<file path="config.mk">
export PLATFORM = sky130hd
export DESIGN_NAME = flag_delimited_symbol_deframer
export DESIGN_NICKNAME = d
export VERILOG_FILES = /design/src/design/fdsd_pkg.sv /design/src/design/flag_delimited_symbol_deframer.sv /design/src/design/fdsd_cell.sv
export VERILOG_INCLUDE_DIRS = /design/src /design/src/design
export SDC_FILE = /design/constraint.sdc
export NUM_CORES = 1
export LEC_CHECK = 0
export ABC_AREA = 1
export ABC_CLOCK_PERIOD_IN_PS = 6200
export BUFFER_PORTS_ARGS = -buffer_cell sky130_fd_sc_hd__buf_4
export CAP_MARGIN = 20
export CORE_ASPECT_RATIO = 0.7
export CORE_UTILIZATION = 63
export DETAILED_ROUTE_END_ITERATION = 10
export PLACE_DENSITY = 0.82
export SLEW_MARGIN = 10
export SYNTH_ARGS = -nofsm -noshare
export SYNTH_HDL_FRONTEND = slang
export SYNTH_HIERARCHICAL = 1
export SYNTH_SLANG_ARGS = --single-unit
</file>
<file path="constraint.sdc">
create_clock -name clk -period 6.2 [get_ports clk]
set_input_delay 0.62 -clock clk [delete_from_list [all_inputs] [get_ports clk]]
set_output_delay 0.62 -clock clk [all_outputs]
set_load 0.01 [all_outputs]
</file>
<file path="src/design/assert_macros.svh">
// Assertion macros for the deframer RTL.
`ifndef ASSERT_MACROS_SVH
`define ASSERT_MACROS_SVH

`ifndef ASSERT_OFF

`define ASSERT_SAME(lbl, clk, rst_n, ante, cons, msg) \
  lbl: assert property (@(posedge clk) disable iff (!rst_n) (ante) |-> (cons)) \
    else $error(msg);

`define ASSERT_NEXT(lbl, clk, rst_n, ante, cons, msg) \
  lbl: assert property (@(posedge clk) disable iff (!rst_n) (ante) |=> (cons)) \
    else $error(msg);

`else

`define ASSERT_SAME(lbl, clk, rst_n, ante, cons, msg)

`define ASSERT_NEXT(lbl, clk, rst_n, ante, cons, msg)

`endif

`endif

</file>
<file path="src/design/fdsd_pkg.sv">
// Shared types, constants and helpers for the flag-delimited deframer.
package fdsd_pkg;

  localparam int FLAG_LEN_DEF = 4;
  localparam int SYM_W        = 4;
  localparam int PAT_W        = 16;
  localparam int CFG_IDX_W    = 2;

  localparam logic [CFG_IDX_W-1:0] REG_SYNC  = 2'd0;
  localparam logic [CFG_IDX_W-1:0] REG_START = 2'd1;
  localparam logic [CFG_IDX_W-1:0] REG_END   = 2'd2;

  typedef struct packed {
    logic sync_r;
    logic start_r;
    logic start_0;
    logic end_r;
    logic end_0;
  } match_t;

  function automatic logic [SYM_W-1:0] pat_nib(input logic [PAT_W-1:0] pat,
                                                input logic [3:0] k);
    logic [PAT_W-1:0] sh;
    sh = pat >> {k, 2'b00};
    return sh[SYM_W-1:0];
  endfunction

endpackage

</file>
<file path="src/design/flag_delimited_symbol_deframer.sv">
// Flag-delimited symbol deframer: row of ring cells, phase control, output register.
// Takes one 4-bit tone symbol per cycle and registers a result for the cycle after the
// symbol is taken. The ring of the last FLAG_LEN symbols is a row of cells that
// each compare their entry with the sync, start and end flags; hunting sync,
// hunting start and collecting follow one another, several in one cycle if the
// ring already matches. Payload symbols come out FLAG_LEN symbols late, so the
// end flag never appears; the symbol due when the end flag matches rides in the
// frame_end result. in_stall rises only while the output register is full and
// stalled; otherwise every cycle can take a symbol. The user must write patterns
// on the cfg port only while no symbols are in flight; the block does not enforce it.
`include "assert_macros.svh"

module flag_delimited_symbol_deframer #(
  parameter int FLAG_LEN = fdsd_pkg::FLAG_LEN_DEF
) (
  input  logic                          clk,
  input  logic                          rst_n,
  input  logic                          in_valid,
  output logic                          in_stall,
  input  logic [fdsd_pkg::SYM_W-1:0]    in_symbol,
  output logic                          out_valid,
  input  logic                          out_stall,
  output logic [fdsd_pkg::SYM_W-1:0]    out_data_symbol,
  output logic                          out_frame_end,
  input  logic                          cfg_valid,
  output logic                          cfg_ready,
  input  logic [fdsd_pkg::CFG_IDX_W-1:0] cfg_index,
  input  logic [fdsd_pkg::PAT_W-1:0]    cfg_data
);
  import fdsd_pkg::*;

  localparam int PW = $clog2(FLAG_LEN);
  localparam int CW = $clog2(FLAG_LEN + 1);

  localparam logic [1:0] PH_SYNC    = 2'd0;
  localparam logic [1:0] PH_START   = 2'd1;
  localparam logic [1:0] PH_COLLECT = 2'd2;

  localparam logic [SYM_W:0] NO_PREV = (SYM_W+1)'(1 << SYM_W);

  logic [PAT_W-1:0] sync_pat_r, start_pat_r, end_pat_r;

  logic [1:0]       phase_r, phase_nxt;
  logic [PW-1:0]    wp_r, wp_nxt, wp1, wp_inc;
  logic [SYM_W:0]   prev_r, prev_nxt;
  logic [CW-1:0]    cc_r, cc_nxt;

  logic             out_valid_r, out_valid_nxt;
  logic [SYM_W-1:0] out_data_r;
  logic             out_end_r;

  logic             acc;
  logic             wr;
  logic             due;
  logic             check_end0;
  logic             res_valid, res_end;
  logic [SYM_W-1:0] res_data;
  logic [SYM_W-1:0] due_sym;

  match_t           mlink [0:FLAG_LEN];
  logic [SYM_W-1:0] dlink [0:FLAG_LEN];
  match_t           m;

  assign in_stall  = out_valid_r && out_stall;
  assign acc       = in_valid && !in_stall;
  assign cfg_ready = 1'b1;

  assign out_valid       = out_valid_r;
  assign out_data_symbol = out_data_r;
  assign out_frame_end   = out_end_r;

  assign mlink[0] = '1;
  assign dlink[0] = '0;

  genvar gi;
  generate
    for (gi = 0; gi < FLAG_LEN; gi++) begin : g_cell
      fdsd_cell #(
        .N   (FLAG_LEN),
        .IDX (gi),
        .PW  (PW)
      ) u_cell (
        .clk       (clk),
        .rst_n     (rst_n),
        .acc       (acc),
        .wr        (wr),
        .sym       (in_symbol),
        .wp        (wp_r),
        .wp1       (wp1),
        .sync_pat  (sync_pat_r),
        .start_pat (start_pat_r),
        .end_pat   (end_pat_r),
        .match_in  (mlink[gi]),
        .match_out (mlink[gi+1]),
        .due_in    (dlink[gi]),
        .due_out   (dlink[gi+1])
      );
    end
  endgenerate

  assign m       = mlink[FLAG_LEN];
  assign due_sym = dlink[FLAG_LEN];
  assign wp_inc  = (wp_r == PW'(FLAG_LEN - 1)) ? '0 : wp_r + PW'(1);
  assign wp1     = wr ? wp_inc : wp_r;

  always_comb begin
    wr = 1'b1;
    if (phase_r != PH_START && phase_r != PH_COLLECT) begin
      wr = ({1'b0, in_symbol} != prev_r);
    end
  end

  always_comb begin
    phase_nxt  = phase_r;
    wp_nxt     = wp1;
    prev_nxt   = prev_r;
    cc_nxt     = cc_r;
    res_valid  = 1'b0;
    res_end    = 1'b0;
    res_data   = '0;
    due        = 1'b0;
    check_end0 = 1'b0;
    case (phase_r)
      PH_COLLECT: begin
        due = (cc_r == CW'(FLAG_LEN));
        if (!due) begin
          cc_nxt = cc_r + CW'(1);
        end
        if (m.end_r) begin
          res_valid = 1'b1;
          res_end   = 1'b1;
          res_data  = due ? due_sym : '0;
          phase_nxt = PH_SYNC;
          wp_nxt    = '0;
          prev_nxt  = NO_PREV;
          cc_nxt    = '0;
        end else if (due) begin
          res_valid = 1'b1;
          res_data  = due_sym;
        end
      end
      PH_START: begin
        if (m.start_r) begin
          phase_nxt  = PH_COLLECT;
          wp_nxt     = '0;
          cc_nxt     = '0;
          check_end0 = 1'b1;
        end
      end
      default: begin
        if (wr) begin
          prev_nxt = {1'b0, in_symbol};
        end
        if (m.sync_r) begin
          wp_nxt = '0;
          if (m.start_0) begin
            phase_nxt  = PH_COLLECT;
            cc_nxt     = '0;
            check_end0 = 1'b1;
          end else begin
            phase_nxt = PH_START;
          end
        end
      end
    endcase
    if (check_end0 && m.end_0) begin
      res_valid = 1'b1;
      res_end   = 1'b1;
      res_data  = '0;
      phase_nxt = PH_SYNC;
      wp_nxt    = '0;
      prev_nxt  = NO_PREV;
      cc_nxt    = '0;
    end
  end

  always_comb begin
    if (acc && res_valid) begin
      out_valid_nxt = 1'b1;
    end else if (out_stall) begin
      out_valid_nxt = out_valid_r;
    end else begin
      out_valid_nxt = 1'b0;
    end
  end

  always_ff @(posedge clk) begin
    if (!rst_n) begin
      phase_r     <= PH_SYNC;
      wp_r        <= '0;
      prev_r      <= NO_PREV;
      cc_r        <= '0;
      out_valid_r <= 1'b0;
    end else begin
      out_valid_r <= out_valid_nxt;
      if (acc) begin
        phase_r <= phase_nxt;
        wp_r    <= wp_nxt;
        prev_r  <= prev_nxt;
        cc_r    <= cc_nxt;
      end
    end
  end

  always_ff @(posedge clk) begin
    if (acc && res_valid) begin
      out_data_r <= res_data;
      out_end_r  <= res_end;
    end
  end

  always_ff @(posedge clk) begin
    if (!rst_n) begin
      sync_pat_r  <= '0;
      start_pat_r <= '0;
      end_pat_r   <= '0;
    end else if (cfg_valid && cfg_ready) begin
      case (cfg_index)
        REG_SYNC:  sync_pat_r  <= cfg_data;
        REG_START: start_pat_r <= cfg_data;
        REG_END:   end_pat_r   <= cfg_data;
        default: ;
      endcase
    end
  end

  `ASSERT_SAME(a_cc_bound, clk, rst_n, 1'b1, cc_r <= CW'(FLAG_LEN), "collect count overflow")
  `ASSERT_SAME(a_cc_idle, clk, rst_n, phase_r != PH_COLLECT, cc_r == '0, "count outside collect")
  `ASSERT_NEXT(a_end_sync, clk, rst_n, acc && res_valid && res_end, phase_r == PH_SYNC && wp_r == '0 && prev_r == NO_PREV && out_frame_end, "frame end not back to sync")

endmodule

</file>
<file path="src/design/fdsd_cell.sv">
// One ring entry with its pattern compares and due-symbol select.
module fdsd_cell #(
  parameter int N   = fdsd_pkg::FLAG_LEN_DEF,
  parameter int IDX = 0,
  parameter int PW  = $clog2(N)
) (
  input  logic                        clk,
  input  logic                        rst_n,
  input  logic                        acc,
  input  logic                        wr,
  input  logic [fdsd_pkg::SYM_W-1:0]  sym,
  input  logic [PW-1:0]               wp,
  input  logic [PW-1:0]               wp1,
  input  logic [fdsd_pkg::PAT_W-1:0]  sync_pat,
  input  logic [fdsd_pkg::PAT_W-1:0]  start_pat,
  input  logic [fdsd_pkg::PAT_W-1:0]  end_pat,
  input  fdsd_pkg::match_t            match_in,
  output fdsd_pkg::match_t            match_out,
  input  logic [fdsd_pkg::SYM_W-1:0]  due_in,
  output logic [fdsd_pkg::SYM_W-1:0]  due_out
);
  import fdsd_pkg::*;

  logic [SYM_W-1:0] ent_r;
  logic [SYM_W-1:0] ent_nxt;
  logic             here;
  logic [PW:0]      diff;
  logic [3:0]       k_r;
  logic [3:0]       k_0;

  assign here    = (wp == PW'(IDX));
  assign ent_nxt = (wr && here) ? sym : ent_r;
  assign due_out = here ? ent_r : due_in;

  always_comb begin
    if ((PW+1)'(IDX) >= {1'b0, wp1}) begin
      diff = (PW+1)'(IDX) - {1'b0, wp1};
    end else begin
      diff = (PW+1)'(IDX + N) - {1'b0, wp1};
    end
  end

  assign k_r = 4'(diff);
  assign k_0 = 4'(IDX);

  assign match_out.sync_r  = match_in.sync_r  && (ent_nxt == pat_nib(sync_pat, k_r));
  assign match_out.start_r = match_in.start_r && (ent_nxt == pat_nib(start_pat, k_r));
  assign match_out.start_0 = match_in.start_0 && (ent_nxt == pat_nib(start_pat, k_0));
  assign match_out.end_r   = match_in.end_r   && (ent_nxt == pat_nib(end_pat, k_r));
  assign match_out.end_0   = match_in.end_0   && (ent_nxt == pat_nib(end_pat, k_0));

  always_ff @(posedge clk) begin
    if (!rst_n) begin
      ent_r <= '0;
    end else if (acc) begin
      ent_r <= ent_nxt;
    end
  end

endmodule

</file>
=== After elaboration in Yosys (flattened, before gate mapping) ===
Index checks and enable logic that the tools add are counted.

* Output and inout port bits: 8
* Logic and storage cells: 161
* Input port bits: 27
* Bits in registers: 82

* Equal/unequal tests: 36
* Shift-type cells: 12
* Mux-type cells: 48
* Reduce and logical (&&, ||, !) cells: 37
* Magnitude comparators: 3
* $add $sub $neg: 9
* Bitwise operators: 2

{| class="wikitable"
|+ Operators by type and width
! operator !! count
|-
| $shr A16 B5 Y4 || 12
|-
| $eq A4 B4 Y1 || 20
|-
| $mux W4 || 8
|-
| $mux W3 || 9
|-
| $logic_and A1 B1 Y1 || 24
|-
| $mux W2 || 11
|-
| $mux W5 || 3
|-
| $mux W1 || 12
|-
| $pmux W5 S2 || 1
|-
| $sub A3 B2 Y3 const A || 3
|-
| $eq A2 B2 Y1 const B || 4
|-
| $pmux W2 S2 || 2
|-
| $reduce_and A4 Y1 || 2
|-
| $reduce_bool A4 Y1 || 2
|-
| $eq A2 B1 Y1 const B || 3
|-
| $ne A3 B2 Y1 const B || 2
|-
| $pmux W3 S2 || 1
|-
| $reduce_and A2 Y1 || 3
|-
| $sub A1 B2 Y3 const A || 2
|-
| $sub A2 B2 Y3 const A || 2
|-
| $ne A4 B5 Y1 || 1
|-
| $reduce_and A5 Y1 || 1
|-
| $ge A1 B2 Y1 const A || 2
|-
| $logic_not A2 Y1 || 2
|-
| other kinds (12) || 15
|}

=== Longest topological paths before layout ===
* Depth after elaboration: 17
* Mapped depth: 40

=== Modules after synthesis ===
Netlist, hierarchy kept.

{| class="wikitable"
|+ By module, submodules not included
! module !! area an instance (um2) !! cells each !! instances
|-
| flag_delimited_symbol_deframer || 2854.0 || 394 || 1
|-
| fdsd_cell (g_cell[1].u_cell) || 1219.9 || 264 || 1
|-
| fdsd_cell (g_cell[3].u_cell) || 1202.4 || 269 || 1
|-
| fdsd_cell (g_cell[2].u_cell) || 1131.1 || 244 || 1
|-
| fdsd_cell (g_cell[0].u_cell) || 1128.6 || 240 || 1
|}

=== Worst setup path before layout ===
OpenSTA, ideal clock, no wires.

* Kind: flip-flop to flip-flop
* Start point: register phase_r[0]
* End point: register out_data_r[0], in the netlist out_data_symbol[0], enable pin
* Setup time: 309 ps
* Stages on the path, launching flop included: 30
* Buffers on the path: 3
* Setup slack: 1754 ps
* Arrival: 4137 ps
* Cells stage by stage: dfxtp_1 -> inv_1 -> ha_1 -> nand3_1 -> nor2_1 -> nand2_2 -> nand2_1 -> and2_1 -> inv_2 -> buf_2 -> ha_1 -> clkbuf_2 -> buf_2 -> nor2_1 -> o21ai_0 -> o21ai_1 -> nand2_1 -> nand2_1 -> nand3_1 -> nor2_1 -> inv_1 -> nor2_1 -> nand3_1 -> nor2_1 -> nand2_1 -> nand2_1 -> nand3_4 -> nand2_1 -> nand2_1 -> inv_1

{| class="wikitable"
|+ RTL lines
! element !! RTL line !! text
|-
| start, declared || flag_delimited_symbol_deframer.sv:43 || <nowiki>logic [1:0] phase_r, phase_nxt;</nowiki>
|-
| start signal, assigned || flag_delimited_symbol_deframer.sv:197 || <nowiki>phase_r <= phase_nxt;</nowiki>
|-
| end signal, assigned || flag_delimited_symbol_deframer.sv:207 || <nowiki>out_data_r <= res_data;</nowiki>
|-
| end, declared || flag_delimited_symbol_deframer.sv:49 || <nowiki>logic [SYM_W-1:0] out_data_r;</nowiki>
|}

==> flow_summary.yaml <==
place:
  routabilityCongestion: 0.971
  port_buffers: 33
  dpl.hpwl_um: 18900
  place_area_um2: 7800
floorplanning:
  io_pins: 35
  rows: 33
  die_w_um: 133
  dieHeight_um: 93.5
  core-area_um2: 11700
  dieArea_um2: 12400
  initial_core_util: 0.645
drt:
  drc_errors: 0
  wl_um: 26000
  wl_met2_um: 10100
  via_per_inst: 5.61
  wl_per_cell_um: 16.3
  final_antenna_net_count: 0
  dr.pass1.iters: 7
  wl_met1_um: 11300
  num_vias: 8912
  initialDrtViolationCount: 1334
  dr_wl_met3_um: 3750
  top_layer: "met4"
clocking:
  holdBufCountCts: 0
  htreeDepth: 3
  postCtsSetupBuffers: 0
  cts_buffer_depth: 2
  cts_tree: "built"
  ctsResizeCount: 0
  cts_buffers: 9
  cts-root-buf: "clkbuf_16"
  path_clk_slew_ps: 80
  insertion_delay_ps: 360
  clock_sinks: 82
finish:
  final_util: 0.695
  layout-drive-gt1-share: 0.0783
  fin_nets: 1460
  antennaDiodeCount: 0
  area_delta_synth_final_pct: 7.79
  stdcell_area_um2: 8120
synth:
  synth-seq-area-share: 0.224
  synth_edf_count: 5
  synth_seq_cells: 82
  ys_async_sr_fraction: 0
  yosysUniqueCellTypes: 36
  netlist_area_um2: 7540
  postSynthCellCount: 1411
  yosys_most_used_dff: "dfxtp_1"
  postSynthAreaPerCell_um2: 5.34
  yosysWarnings: 6
power_and_ir_drop:
  p_per_area_nw_per_um2: 273
  p_int_w: 0.00117
  fin_total_pwr_w: 0.00221
  combPwrFrac: 0.465
  switchingPower_w: 0.00105
  pwr-share-seq: 0.281
  cellLeakagePower_nw: 4.24
  p_clk_frac: 0.254
  peakVddDrop_mv: 0.166
  p_sw_frac: 0.473
critical_path:
  worst_path_most_repeated_cell: "nor2_1"
  path_max_fanout: 54
  start_kind: "flip-flop"
  critical_path_arrival_ps: 5720
  required_ps: 6450
  critPathMaxStageDelay_ps: 510
  reg2reg_setup_slack_ps: 730
  path_delay_family: "simple AND/OR/NAND/NOR gates"
  path_buf_inv: 5
  worstSetupPathType: "reg2reg"
  crit_slowest_cell: "buf_4"
  endpoint_kind: "flip-flop"
timing:
  setup_tns_ps: 0
  drv_slew: 0
  layout_min_cycle_time_ps: 5470
  worst_pin_slew_ps: 697
  skew_ps: 12.4
  fmax_mhz: 183
  setup_violations: 0
  grt_setup_unrepaired: "false"
  finalCritPeriodShare: 0.883
  hold_viol_final: 0
  relSlewSlack: 0.534
grt:
  grt_overflow: 0
  antenna_found_initial: 1
  grt_pass1_wl_um: 41000
  grt_pass1_vias: 7700
  track_usage: 0.431
  grt_max_degree: 58
outcome:
  outcome: "finished, final reports clean"
min_path:
  holdCritPathClass: "reg2reg"
run:
  drv_cap: 0
[cell families (layout without fill, tap and decap cells)]
family	Yosys count	after routing	share of synthesized area
buffers and inverters	256	268	0.140
xor gates and xnor gates	6	6	0.00697
adders and majority gates	7	7	0.0116
other	2	10	0.000997
and+or+nand+nor	881	881	0.491
DFF	82	82	0.224
AOI/OAI and AO/OA	177	177	0.125
[synthesized netlist by cell type, drive strengths merged (3+ instances only)]
master,n,area [um^2]
nand4,8,50.1
nor2,167,667
or2,3,18.8
inv,209,787
dfxtp,77,1540
nand2,552,2150
a21boi,7,52.6
o211ai,13,103
clkbuf,12,46.3
buf,33,216
o21ai,113,566
xor2,6,52.6
ha,7,87.6
nand3,143,751
nand3b,6,45.0
a21oi,44,220
edfxtp,5,150
[power by group through the flow]
stage / combinational, W / sequential (W) / clock, W
global route: 0.00115 / 0.000622 / 0.000589
global placement: 0.000979 / 0.000629 / 0
CTS: 0.000991 / 0.000616 / 0.000566
floorplan: 0.000795 / 0.000609 / 0
finish: 0.00103 / 0.000622 / 0.000562
detailed placement: 0.000985 / 0.000629 / 0
[registers in the layout, indices dropped and copies added, names as in the netlist]
| name | cells |
|---|---|
| end_pat_r | 16 |
| out_valid | 1 |
| prev_r | 5 |
| cc_r | 3 |
| g_cell.u_cell/ent_r | 16 |
| start_pat_r | 16 |
| out_data_symbol | 4 |
| sync_pat_r | 16 |
| wp_r | 2 |
| out_frame_end | 1 |
| phase_r | 2 |
[worst paths after layout]
path                              endpoint  cells past startpoint  startpoint
worst min-delay path            phase_r[0]                      2  phase_r[0]
worst min register to register  phase_r[0]                      2  phase_r[0]
worst max-delay path             prev_r[3]                     33  phase_r[0]
worst max register to register   prev_r[3]                     33  phase_r[0]
[tightest hold or removal path, cell delays in order (launching register included)]
cell     delay [ps]
dfxtp_1         320
inv_1            70
a21oi_1          60
[area by class of cell]
class                           count  area [um^2]
Multi-Input combinational cell   1081         4820
Fill cell                        1139         3560
Sequential cell                    82         1690
Inverter                          211          795
Timing Repair Buffer               41          315
Clock buffer                        9          225
Tap cell                          157          196
Clock inverter                      7         81.3
[layer usage]
layer | up-vias | GRT usage
li1 | 4385 | -
met1 | 3896 | 0.635
met2 | 558 | 0.604
met3 | 73 | 0.0878
met4 | 0 | 0.165
met5 | - | 0
[stage by stage]
| step | setup WS (ps) | instances | hold WS [ps] |
|---|---|---|---|
| floorplan | 1750 | 1419 | 453 |
| global placement | 1030 | 1571 | 475 |
| detailed placement | 928 | 1571 | 484 |
| CTS | 897 | 1587 | 496 |
| global route | 189 | 1588 | 523 |
| finish | 728 | 1588 | 495 |
[placed cells by master (no fill, tap or decap), drive strengths merged]
| cell | Yosys | final |
|---|---|---|
| a21boi | 7 | 7 |
| a21oi | 44 | 44 |
| and2 | 2 | 2 |
| buf | 33 | 41 |
| clkbuf | 12 | 9 |
| clkinv | 2 | 5 |
| conb | 2 | 10 |
| dfxtp | 77 | 77 |
| edfxtp | 5 | 5 |
| ha | 7 | 7 |
| inv | 209 | 213 |
| nand2 | 552 | 552 |
| nand3 | 143 | 143 |
| nand3b | 6 | 6 |
| nand4 | 8 | 8 |
| nor2 | 167 | 167 |
| o211ai | 13 | 13 |
| o21ai | 113 | 113 |
| or2 | 3 | 3 |
| xor2 | 6 | 6 |
No activity file was read; power rests on OpenSTA's default activity.
